### config.mk
export PLATFORM = sky130hd
export DESIGN_NAME = cls_controller
export DESIGN_NICKNAME = d
export VERILOG_FILES = /design/src/cls_pkg.sv /design/src/cls_controller.sv
export SDC_FILE = /design/constraint.sdc
export NUM_CORES = 1
export LEC_CHECK = 0
export BUFFER_PORTS_ARGS = -buffer_cell sky130_fd_sc_hd__buf_2
export CAP_MARGIN = 20
export CORE_MARGIN = 8
export CORE_UTILIZATION = 40
export DETAILED_ROUTE_END_ITERATION = 10
export GPL_ROUTABILITY_DRIVEN = 0
export PLACE_DENSITY = 0.69
export SYNTH_ARGS = -nofsm -noshare
export SYNTH_HDL_FRONTEND = slang
export SYNTH_SLANG_ARGS = --single-unit
### constraint.sdc
create_clock -name clk -period 7.2 [get_ports clk]
set_input_delay 1.08 -clock clk [delete_from_list [all_inputs] [get_ports clk]]
set_output_delay 1.08 -clock clk [all_outputs]
set_load 0.01 [all_outputs]
### src/cls_pkg.sv
`timescale 1ns / 1ps
// ----------------------------------------------------------------------------
// Linear solver package
// Shared widths, command and status structs for the solver core.
// ----------------------------------------------------------------------------
package cls_pkg;

  localparam int MAX_N = 4;
  localparam int IDX_W = 2;
  localparam int CNT_W = 5;
  localparam int DET_W = 80;
  localparam int NUM_W = 96;

  typedef enum logic [2:0] {
    OP_NONE,
    OP_DET_CLEAR,
    OP_DET_MAC,
    OP_DIV_INIT,
    OP_DIV_STEP,
    OP_EMIT
  } dp_op_t;

  typedef struct packed {
    dp_op_t            op;
    logic [IDX_W-1:0]  col;
    logic [4:0]        perm;
    logic              use_rhs;
    logic [IDX_W-1:0]  n_m1;
    logic              is_last;
  } dp_cmd_t;

  typedef struct packed {
    logic det_zero;
  } dp_status_t;

endpackage

### src/cls_controller.sv
`timescale 1ns / 1ps
// ----------------------------------------------------------------------------
// Linear solver controller
// Sequences loading, determinant sums, division and result emission.
// ----------------------------------------------------------------------------
module cls_controller (
  input  logic                  clk,
  input  logic                  rst_n,
  input  logic                  start,
  input  logic signed [15:0]    in_value,
  output logic                  busy,
  input  logic                  cfg_valid,
  output logic                  cfg_ready,
  input  logic [2:0]            cfg_matrix_size,
  output logic                  wr_en,
  output logic                  wr_rhs,
  output logic [3:0]            wr_addr,
  output logic signed [15:0]    wr_data,
  output cls_pkg::dp_cmd_t      cmd,
  input  cls_pkg::dp_status_t   status
);
  import cls_pkg::*;

  typedef enum logic [2:0] {
    S_LOAD, S_MAC, S_FLUSH, S_CHK, S_TEST, S_DINIT, S_DSTEP, S_EMIT
  } state_t;

  state_t state_r, state_nxt;
  logic [2:0] size_r;
  logic [CNT_W-1:0] cnt_r;
  logic [4:0] perm_r;
  logic [IDX_W-1:0] col_r;
  logic rhs_pass_r;
  logic [1:0] pipe_r;
  logic [6:0] dcnt_r;
  logic [IDX_W-1:0] nm1;
  logic [4:0] nfact_m1;
  logic [2:0] n;
  logic [CNT_W-1:0] nn, total;
  logic [1:0] rr, cc;
  logic accept;

  assign n = (size_r == 3'd0) ? 3'd1 : (size_r > 3'(MAX_N)) ? 3'(MAX_N) : size_r;
  assign nm1 = IDX_W'(n - 3'd1);
  assign nn = CNT_W'(n) * CNT_W'(n);
  assign total = nn + CNT_W'(n);
  always_comb begin
    case (n)
      3'd4: nfact_m1 = 5'd23;
      3'd3: nfact_m1 = 5'd5;
      3'd2: nfact_m1 = 5'd1;
      default: nfact_m1 = 5'd0;
    endcase
  end

  assign busy = (state_r != S_LOAD);
  assign cfg_ready = (state_r == S_LOAD);
  assign accept = start && !busy;

  always_comb begin
    rr = '0; cc = '0;
    for (int r = 0; r < MAX_N; r++)
      for (int c = 0; c < MAX_N; c++)
        if (CNT_W'(r) * CNT_W'(n) + CNT_W'(c) == cnt_r && r < 32'(n) && c < 32'(n)) begin
          rr = 2'(r); cc = 2'(c);
        end
  end
  assign wr_en   = accept;
  assign wr_rhs  = (cnt_r >= nn);
  assign wr_addr = wr_rhs ? 4'(cnt_r - nn) : {rr, cc};
  assign wr_data = in_value;

  // Permutations are enumerated by rank over n - 1 .. 0 with a fixed width
  // of MAX_N; ranks above (n! - 1) are never issued for smaller n.
  always_comb begin
    cmd = '0;
    cmd.col = col_r;
    cmd.use_rhs = rhs_pass_r;
    cmd.n_m1 = nm1;
    cmd.perm = perm_r;
    case (state_r)
      S_MAC:   begin cmd.op = OP_DET_MAC; cmd.is_last = (pipe_r == 2'd0); end
      S_FLUSH: begin cmd.op = OP_DET_MAC; cmd.is_last = 1'b1; end
      S_CHK:   begin
        // After the sum over A the determinant is kept for the divisions.
        if (!rhs_pass_r) begin
          cmd.op = OP_DET_CLEAR;
          cmd.is_last = 1'b1;
        end else cmd.op = OP_NONE;
      end
      S_DINIT: cmd.op = OP_DIV_INIT;
      S_DSTEP: cmd.op = OP_DIV_STEP;
      S_EMIT:  begin
        cmd.op = OP_EMIT;
        cmd.is_last = status.det_zero || (col_r == nm1);
      end
      default: cmd.op = OP_NONE;
    endcase
  end

  always_comb state_nxt = state_r;

  always_ff @(posedge clk) begin
    if (!rst_n) begin
      state_r <= S_LOAD;
      size_r <= 3'd4;
      cnt_r <= '0;
      perm_r <= '0; col_r <= '0; rhs_pass_r <= 1'b0; pipe_r <= '0; dcnt_r <= '0;
    end else begin
      case (state_r)
        S_LOAD: begin
          if (cfg_valid) begin
            size_r <= cfg_matrix_size;
            cnt_r <= '0;
          end else if (accept) begin
            if (cnt_r + 1'b1 == total) begin
              cnt_r <= '0;
              state_r <= S_MAC;
              perm_r <= '0; col_r <= '0; rhs_pass_r <= 1'b0; pipe_r <= 2'd1;
            end else cnt_r <= cnt_r + 1'b1;
          end
        end
        S_MAC: begin
          pipe_r <= 2'd0;
          if (perm_r == nfact_m1) state_r <= S_FLUSH;
          else perm_r <= perm_r + 5'd1;
        end
        S_FLUSH: state_r <= S_CHK;
        S_CHK: begin
          if (!rhs_pass_r) state_r <= S_TEST;
          else state_r <= S_DINIT;
        end
        S_TEST: begin
          if (status.det_zero) state_r <= S_EMIT;
          else begin
            rhs_pass_r <= 1'b1; perm_r <= '0; pipe_r <= 2'd1; state_r <= S_MAC;
          end
        end
        S_DINIT: begin dcnt_r <= 7'(NUM_W - 1); state_r <= S_DSTEP; end
        S_DSTEP: begin
          if (dcnt_r == '0) state_r <= S_EMIT;
          else dcnt_r <= dcnt_r - 7'd1;
        end
        S_EMIT: begin
          if (status.det_zero || col_r == nm1) state_r <= S_LOAD;
          else begin
            col_r <= col_r + 1'b1; perm_r <= '0; pipe_r <= 2'd1; state_r <= S_MAC;
          end
        end
        default: state_r <= state_nxt;
      endcase
    end
  end
endmodule

==> results of run 1 <==
-- final timing paths --
| check | from | to | slack, ns | cells after the start |
|---|---|---|---|---|
| worst max-delay path | size_r[2] | wr_addr[3] | 2.57 | 11 |
| worst min-delay path | dcnt_r[0] | dcnt_r[0] | 0.51 | 1 |
| worst max register to register | size_r[0] | cnt_r[3] | 4.04 | 12 |
| worst min register to register | dcnt_r[0] | dcnt_r[0] | 0.51 | 1 |
-- worst reg2reg max path: cells and delay by family (launching register included) --
kind            cells  cell delay [ns]
simple gates        5             1.11
fa+ha+maj           2             0.57
flops               1             0.50
compound gates      3             0.39
xor+xnor            1             0.27
buf+inv             1             0.17
-- layout make-up --
| cell class | count | area, um^2 |
|---|---|---|
| clock inverter | 1 | 7.51 |
| sequential | 27 | 541 |
| clock buffer | 3 | 41.3 |
| tap | 80 | 100 |
| inverter | 18 | 67.6 |
| fill | 703 | 3900 |
| multi-input combinational | 283 | 1950 |
| timing repair buffer | 30 | 153 |
-- metal layers --
metal,GRT usage (%),share of wire (%),up-vias
met5,0,0,-
met4,4.31,1.1,0
met3,2.37,6.7,10
met2,22.3,47,92
met1,16.8,45,1189
li1,-,-,1275
-- kinds of logic (layout without fill, tap and decap cells) --
family / Yosys count / count (layout) / synth area share [%]
and+or+nand+nor: 127 / 127 / 23.3
muxes: 5 / 5 / 1.84
DFF: 27 / 27 / 19.4
xor gates and xnor gates: 35 / 35 / 12.1
buffers and inverters: 57 / 52 / 10.9
adders and majority gates: 21 / 21 / 9.41
AOI/OAI and AO/OA: 94 / 94 / 22.9
other: 1 / 1 / 0.134
-- per-stage QoR --
step	hold slack [ns]	worst slack (ns)
after floorplan	0.467	3.33
after global placement	0.490	3.00
after detailed placement	0.493	2.91
after CTS	0.508	2.59
after global routing	0.527	2.34
final	0.506	2.57
-- cell usage after synthesis (4+ instances only) --
library cell / number / share of area, %
ha_1: 21 / 9.4
nand2b_1: 8 / 1.8
nand3_1: 13 / 2.3
xnor2_1: 17 / 5.3
buf_4: 19 / 5.1
o31ai_1: 6 / 1.6
nand2_1: 25 / 3.4
nor3_1: 15 / 2.7
nor2_1: 31 / 4.2
xor2_1: 16 / 5.0
o211ai_1: 4 / 1.1
inv_1: 16 / 2.2
nor2b_1: 6 / 1.3
or3_1: 5 / 1.1
a21oi_1: 31 / 5.6
dfxtp_1: 27 / 19
mux2i_1: 4 / 1.4
o21ai_0: 16 / 2.9
buf_2: 4 / 0.72
or2_2: 4 / 0.90
clkbuf_1: 14 / 1.9
-- power by group through the flow --
stage / clock network (mW) / logic, mW / registers [mW]
after floorplan: 0 / 0.101 / 0.161
after CTS: 0.0904 / 0.115 / 0.164
after global routing: 0.0967 / 0.129 / 0.166
after global placement: 0 / 0.114 / 0.167
after detailed placement: 0 / 0.115 / 0.167
final: 0.0871 / 0.116 / 0.164
-- layout by cell type, fill, tap and decap left out, drive strengths merged, types with 6 or more instances in the layout --
cell | Yosys | layout
a21oi | 31 | 31
buf | 25 | 30
nor3 | 15 | 15
xor2 | 16 | 16
xnor2 | 17 | 17
nor2 | 31 | 31
dfxtp | 27 | 27
o31ai | 6 | 6
nand2 | 25 | 25
o21ai | 17 | 17
nor2b | 6 | 6
nand2b | 8 | 8
ha | 21 | 21
nand3 | 14 | 14
inv | 16 | 16
-- state kept, by name, summed over array words and instances (netlist names) --
signal      flops
state_nxt       3
pipe_r          1
col_r           2
dcnt_r          7
cnt_r           5
perm_r          5
size_r          3
rhs_pass_r      1
==> flow_summary.yaml, run 1 <==
yosys:
  synth_cells: 367
  syn_area_um2: 2790
  postSynthAreaPerCell_um2: 7.61
  syn_nets: 412
  ys_warn_count: 0
  yosys.cell_types.count: 64
  synthArstFlopShare_pct: 0
  yosysSeqAreaShare_pct: 19.4
  synth_edf_count: 0
  synth-main-ff-cell: "dfxtp_1"
  synth_seq_cells: 27
global_route:
  grt_first_pass_wirelength_mm: 11.2
  antenna_found_initial: 0
  grt_max_degree: 31
  overflow: 0
  grt_use_total_pct: 13.3
  grt_pass1_vias: 2378
clock_tree:
  insertion_delay_ns: 0.27
  cts_resized: 0
  path_clk_slew_ns: 0.10
  post-cts-setup-buffer-count: 0
  cts.sinks: 27
  clockBufferDepth: 2
  cts-root-buf: "clkbuf_8"
  h-tree-depth: 1
  cts_tree: "done"
  cts_inserted_buffers: 3
  ctsHoldBuffers: 0
power:
  power-per-cell-area_nw_per_um2: 129
  power_switching_share_pct: 35.0
  power.total_mw: 0.367
  leakage_nw: 1.17
  ir_drop_mv: 0.0925
  pwr-share-comb_pct: 31.6
  p_sw_mw: 0.129
  pwr-share-clk_pct: 23.7
  pwr-share-seq_pct: 44.7
  p_int_mw: 0.239
outcome:
  status: "finished clean"
drt:
  vias: 2566
  drt-total-wl_mm: 6.56
  drc: 0
  ant_nets: 0
  drt_iter0_drc: 183
  wire_per_inst_um: 14.8
  via_per_inst: 5.81
  drt_pre_antenna_iters: 4
critical_path:
  crit_buf_inv: 2
  cpPeakStageDelay_ns: 0.50
  crit_type: "reg -> out"
  cp.arrival_ns: 3.55
  cp_top_family: "simple AND/OR/NAND/NOR gates"
  path_max_fanout: 30
  worstPathRequired_ns: 6.12
  slowest_stage: "ha_1"
  worstSetupStartpointType: "flop"
  critPathCaptureType: "output pin"
  path_cells: "buf_4 > nor2b_1 > ha_1 > ha_1 > xor2_1 > nor3b_1 > o211ai_1 > nor2b_1 > or3b_1 > a2bb2oi_1 > buf_2"
cells_and_area:
  syn_to_final_growth_pct: 2.29
  diodes: 0
  post_route_cells_drive_above_1_share_pct: 13.0
  final_cells: 442
  fin_util_pct: 42.3
  nNetsFinal: 408
  stdcell_area_um2: 2860
floorplan:
  die_h_um: 99.5
  fp-row-count: 30
  die_area_um2: 9910
  core_um2: 6760
  die_x_um: 99.5
  initial_core_util_pct: 41.3
  ioPinCount: 62
sta:
  drv_slew: 0
  slew_headroom_pct: 50.6
  hold_violations: 0
  period_share_pct: 64.3
  period_minus_slack_ns: 4.63
  setup-tns-final_ns: 0
  setup_violations: 0
  skew_ns: 0.00625
  max_freq_ghz: 0.216
  worstMarginPinSlew_ns: 0.741
  rsz0062_at_grt: "false"
placement:
  place_hpwl_mm: 5.07
  numPortBuffers: 29
  place_area_um2: 2810
  dp_cells: 438
min_path:
  holdCritPathClass: "reg -> reg"
run:
  cap_violations: 0
No activity file was read; power rests on OpenSTA's default activity.
==> inputs of run 2 (changes only) <==
--- a/config.mk
+++ b/config.mk
@@ -5,13 +5,14 @@
 export SDC_FILE = /design/constraint.sdc
 export NUM_CORES = 1
 export LEC_CHECK = 0
+export ABC_AREA = 1
 export BUFFER_PORTS_ARGS = -buffer_cell sky130_fd_sc_hd__buf_2
 export CAP_MARGIN = 20
 export CORE_MARGIN = 8
 export CORE_UTILIZATION = 40
 export DETAILED_ROUTE_END_ITERATION = 10
 export GPL_ROUTABILITY_DRIVEN = 0
-export PLACE_DENSITY = 0.69
+export PLACE_DENSITY = 0.71
 export SYNTH_ARGS = -nofsm -noshare
 export SYNTH_HDL_FRONTEND = slang
 export SYNTH_SLANG_ARGS = --single-unit
==> constraint.sdc (replaced) <==
create_clock -name clk -period 4 [get_ports clk]
set_input_delay 0.6 -clock clk [delete_from_list [all_inputs] [get_ports clk]]
set_output_delay 0.6 -clock clk [all_outputs]
set_load 0.01 [all_outputs]
==> flow_summary.yaml, run 2 <==
yosys:
  synth-main-ff-cell: "dfxtp_1"
  synthMuxAreaShare_pct: 0
  ys_warn_count: 0
  synthTopCellsByCount: "nand2_1 (111), inv_1 (48), nor2_1 (42)"
  synth_edf_count: 0
  synthSimpleGateAreaFrac_pct: 35.4
  synth_fa_ha_area_share_pct: 9.43
  postSynthAreaPerCell_um2: 6.24
  synth.area.top_cells: "dfxtp_1 (19%), nand2_1 (15%), ha_1 (9.4%)"
  syn_area_um2: 2790
  synth-compound-area-share_pct: 12.6
  synth_top_area_cell: "dfxtp_1"
  synth-xor-area-share_pct: 8.40
  synth_seq_cells: 27
  synthArstFlopShare_pct: 0
  yosysSeqAreaShare_pct: 19.4
  yosys.cell_count.top_type: "nand2_1"
  synth_top_family_by_area: "simple AND/OR/NAND/NOR gates"
  synth_cells: 446
  syn_nets: 491
  yosysTopAreaCellShare_pct: 19.4
  yosys.cell_types.count: 41
clock_tree:
  post-cts-setup-buffer-count: 0
  cts-root-buf: "clkbuf_8"
  path_clk_slew_ns: 0.09
  ctsHoldBuffers: 0
  cts_resized: 0
  cts_tree: "done"
  insertion_delay_ns: 0.27
  clockBufferDepth: 2
  h-tree-depth: 1
  cts.sinks: 27
  cts_inserted_buffers: 3
floorplan:
  ioPinCount: 62
  die_area_um2: 9890
  initial_core_util_pct: 41.2
  die_x_um: 99.4
  die_h_um: 99.4
  core_um2: 6760
  fp-row-count: 30
drt:
  via_per_inst: 5.19
  drt_iter0_drc: 151
  wire_per_inst_um: 12.6
  vias: 2766
  drt_pre_antenna_iters: 4
  ant_nets: 0
  drt-total-wl_mm: 6.71
  drc: 0
cells_and_area:
  largest-register: "dcnt_r"
  mostFrequentLayoutCell: "nand2_1"
  nNetsFinal: 499
  final_cells: 533
  syn_to_final_growth_pct: 3.95
  reg_top3: "dcnt_r (7), cnt_r (5), perm_r (5)"
  largest_reg_flops: 7
  diodes: 0
  post_route_cells_drive_above_1_share_pct: 12.8
  final_cell_mix: "nand2_1 (111), inv_1 (48), nor2_1 (42), nand3_1 (36), a21oi_1 (35)"
  nFillCells: 707
power:
  leakage_nw: 1.44
  ir_drop_mv: 0.323
  power-per-cell-area_nw_per_um2: 451
critical_path:
  cp.arrival_ns: 2.96
  crit_type: "reg -> out"
  worstPathRequired_ns: 3.40
  path_max_fanout: 9
  worstSetupStartpointType: "flop"
  critPathCaptureType: "output pin"
global_route:
  grt_first_pass_wirelength_mm: 11.9
  antenna_found_initial: 0
  overflow: 0
  grt_use_total_pct: 13.9
  grt_max_degree: 20
  grt_pass1_vias: 2663
placement:
  pre_cts_ws_ns: 0.766
  numPortBuffers: 29
  place_hpwl_mm: 5.35
  dp_cells: 529
run:
  cap_violations: 0
sta:
  worstMarginPinSlew_ns: 0.519
  slew_headroom_pct: 65.2
  period_share_pct: 89.1
  setup-tns-final_ns: 0
  setup_violations: 0
  hold_violations: 0
  max_freq_ghz: 0.281
  rsz0062_at_grt: "false"
  skew_ns: 0.00249
  fin_ws_ns: 0.437
  period_minus_slack_ns: 3.56
  holdWs_ns: 0.462
  drv_slew: 0
min_path:
  holdCritPathClass: "reg -> reg"
outcome:
  status: "finished clean"
[run 2: cell count changes in the layout (fill, tap and decap cells not counted), moves of 6 or more]
cell,change
nand2b_1,-8
xnor2_1,-11
nor2_1,+11
nor2b_1,-6
nand4_1,+6
inv_1,+32
nor3_1,-7
nand3_1,+23
nand2_1,+86
[run 2: power breakdown]
group / switching (mW) / internal [mW]
Combinational: 0.531 / 0.286
Clock: 0.0850 / 0.0697
Sequential: 0.0350 / 0.298
Total: 0.651 / 0.654
[run 2: worst max-delay path, cell delays in order (launching register included)]
cell,delay [ns]
dfxtp_1,0.41
nand2_1,0.12
nand2_2,0.21
inv_2,0.10
ha_1,0.27
ha_1,0.33
inv_1,0.12
ha_1,0.27
a21o_1,0.18
nand2_1,0.05
nand2_1,0.15
inv_1,0.14
nand2_1,0.06
o21ai_1,0.07
nand2_1,0.06
buf_2,0.14
[run 2: kinds of logic (layout without fill, tap and decap cells)]
logic type	Yosys count	count (layout)
other	1	1
and+or+nand+nor	224	224
buffers and inverters	84	91
adders and majority gates	21	21
DFF	27	27
xor gates and xnor gates	25	25
AOI/OAI and AO/OA	64	64
[run 2: area by class of cell]
class                      count  area, um^2  area share [%]
timing repair buffer          31         160            5.53
clock buffer                   3        41.3            1.43
sequential                    27         541            18.7
tap                           80         100            3.46
clock inverter                 1        5.00           0.173
multi-input combinational    335        1840            63.4
inverter                      56         213            7.35
[run 2: worst paths after layout]
check	cells past startpoint	from	slack (ns)	to
worst max-delay path	15	size_r[1]	0.44	wr_addr[2]
worst min-delay path	2	pipe_r[0]	0.46	pipe_r[0]
worst max register to register	17	size_r[1]	1.37	perm_r[0]
worst min register to register	2	pipe_r[0]	0.46	pipe_r[0]
[run 2: per-layer routing]
metal	wire, um	share of wire (%)	vias up	global-route usage [%]
met2	3020	45	77	23.5
met3	429	6.4	9	2.72
met1	3190	48	1243	17.4
met5	0	0	-	0
li1	-	-	1437	-
met4	66	0.98	0	3.84
[run 2: metrics by stage]
step | utilization, % | power (mW) | instance area (um^2)
3_5_place_dp | 42.2 | 1.15 | 2850
4_1_cts | 42.9 | 1.31 | 2900
5_1_grt | 42.9 | 1.44 | 2900
2_1_floorplan | - | 0.969 | 2790
6_report | 42.9 | 1.30 | 2900
3_3_place_gp | 42.2 | 1.14 | 2850
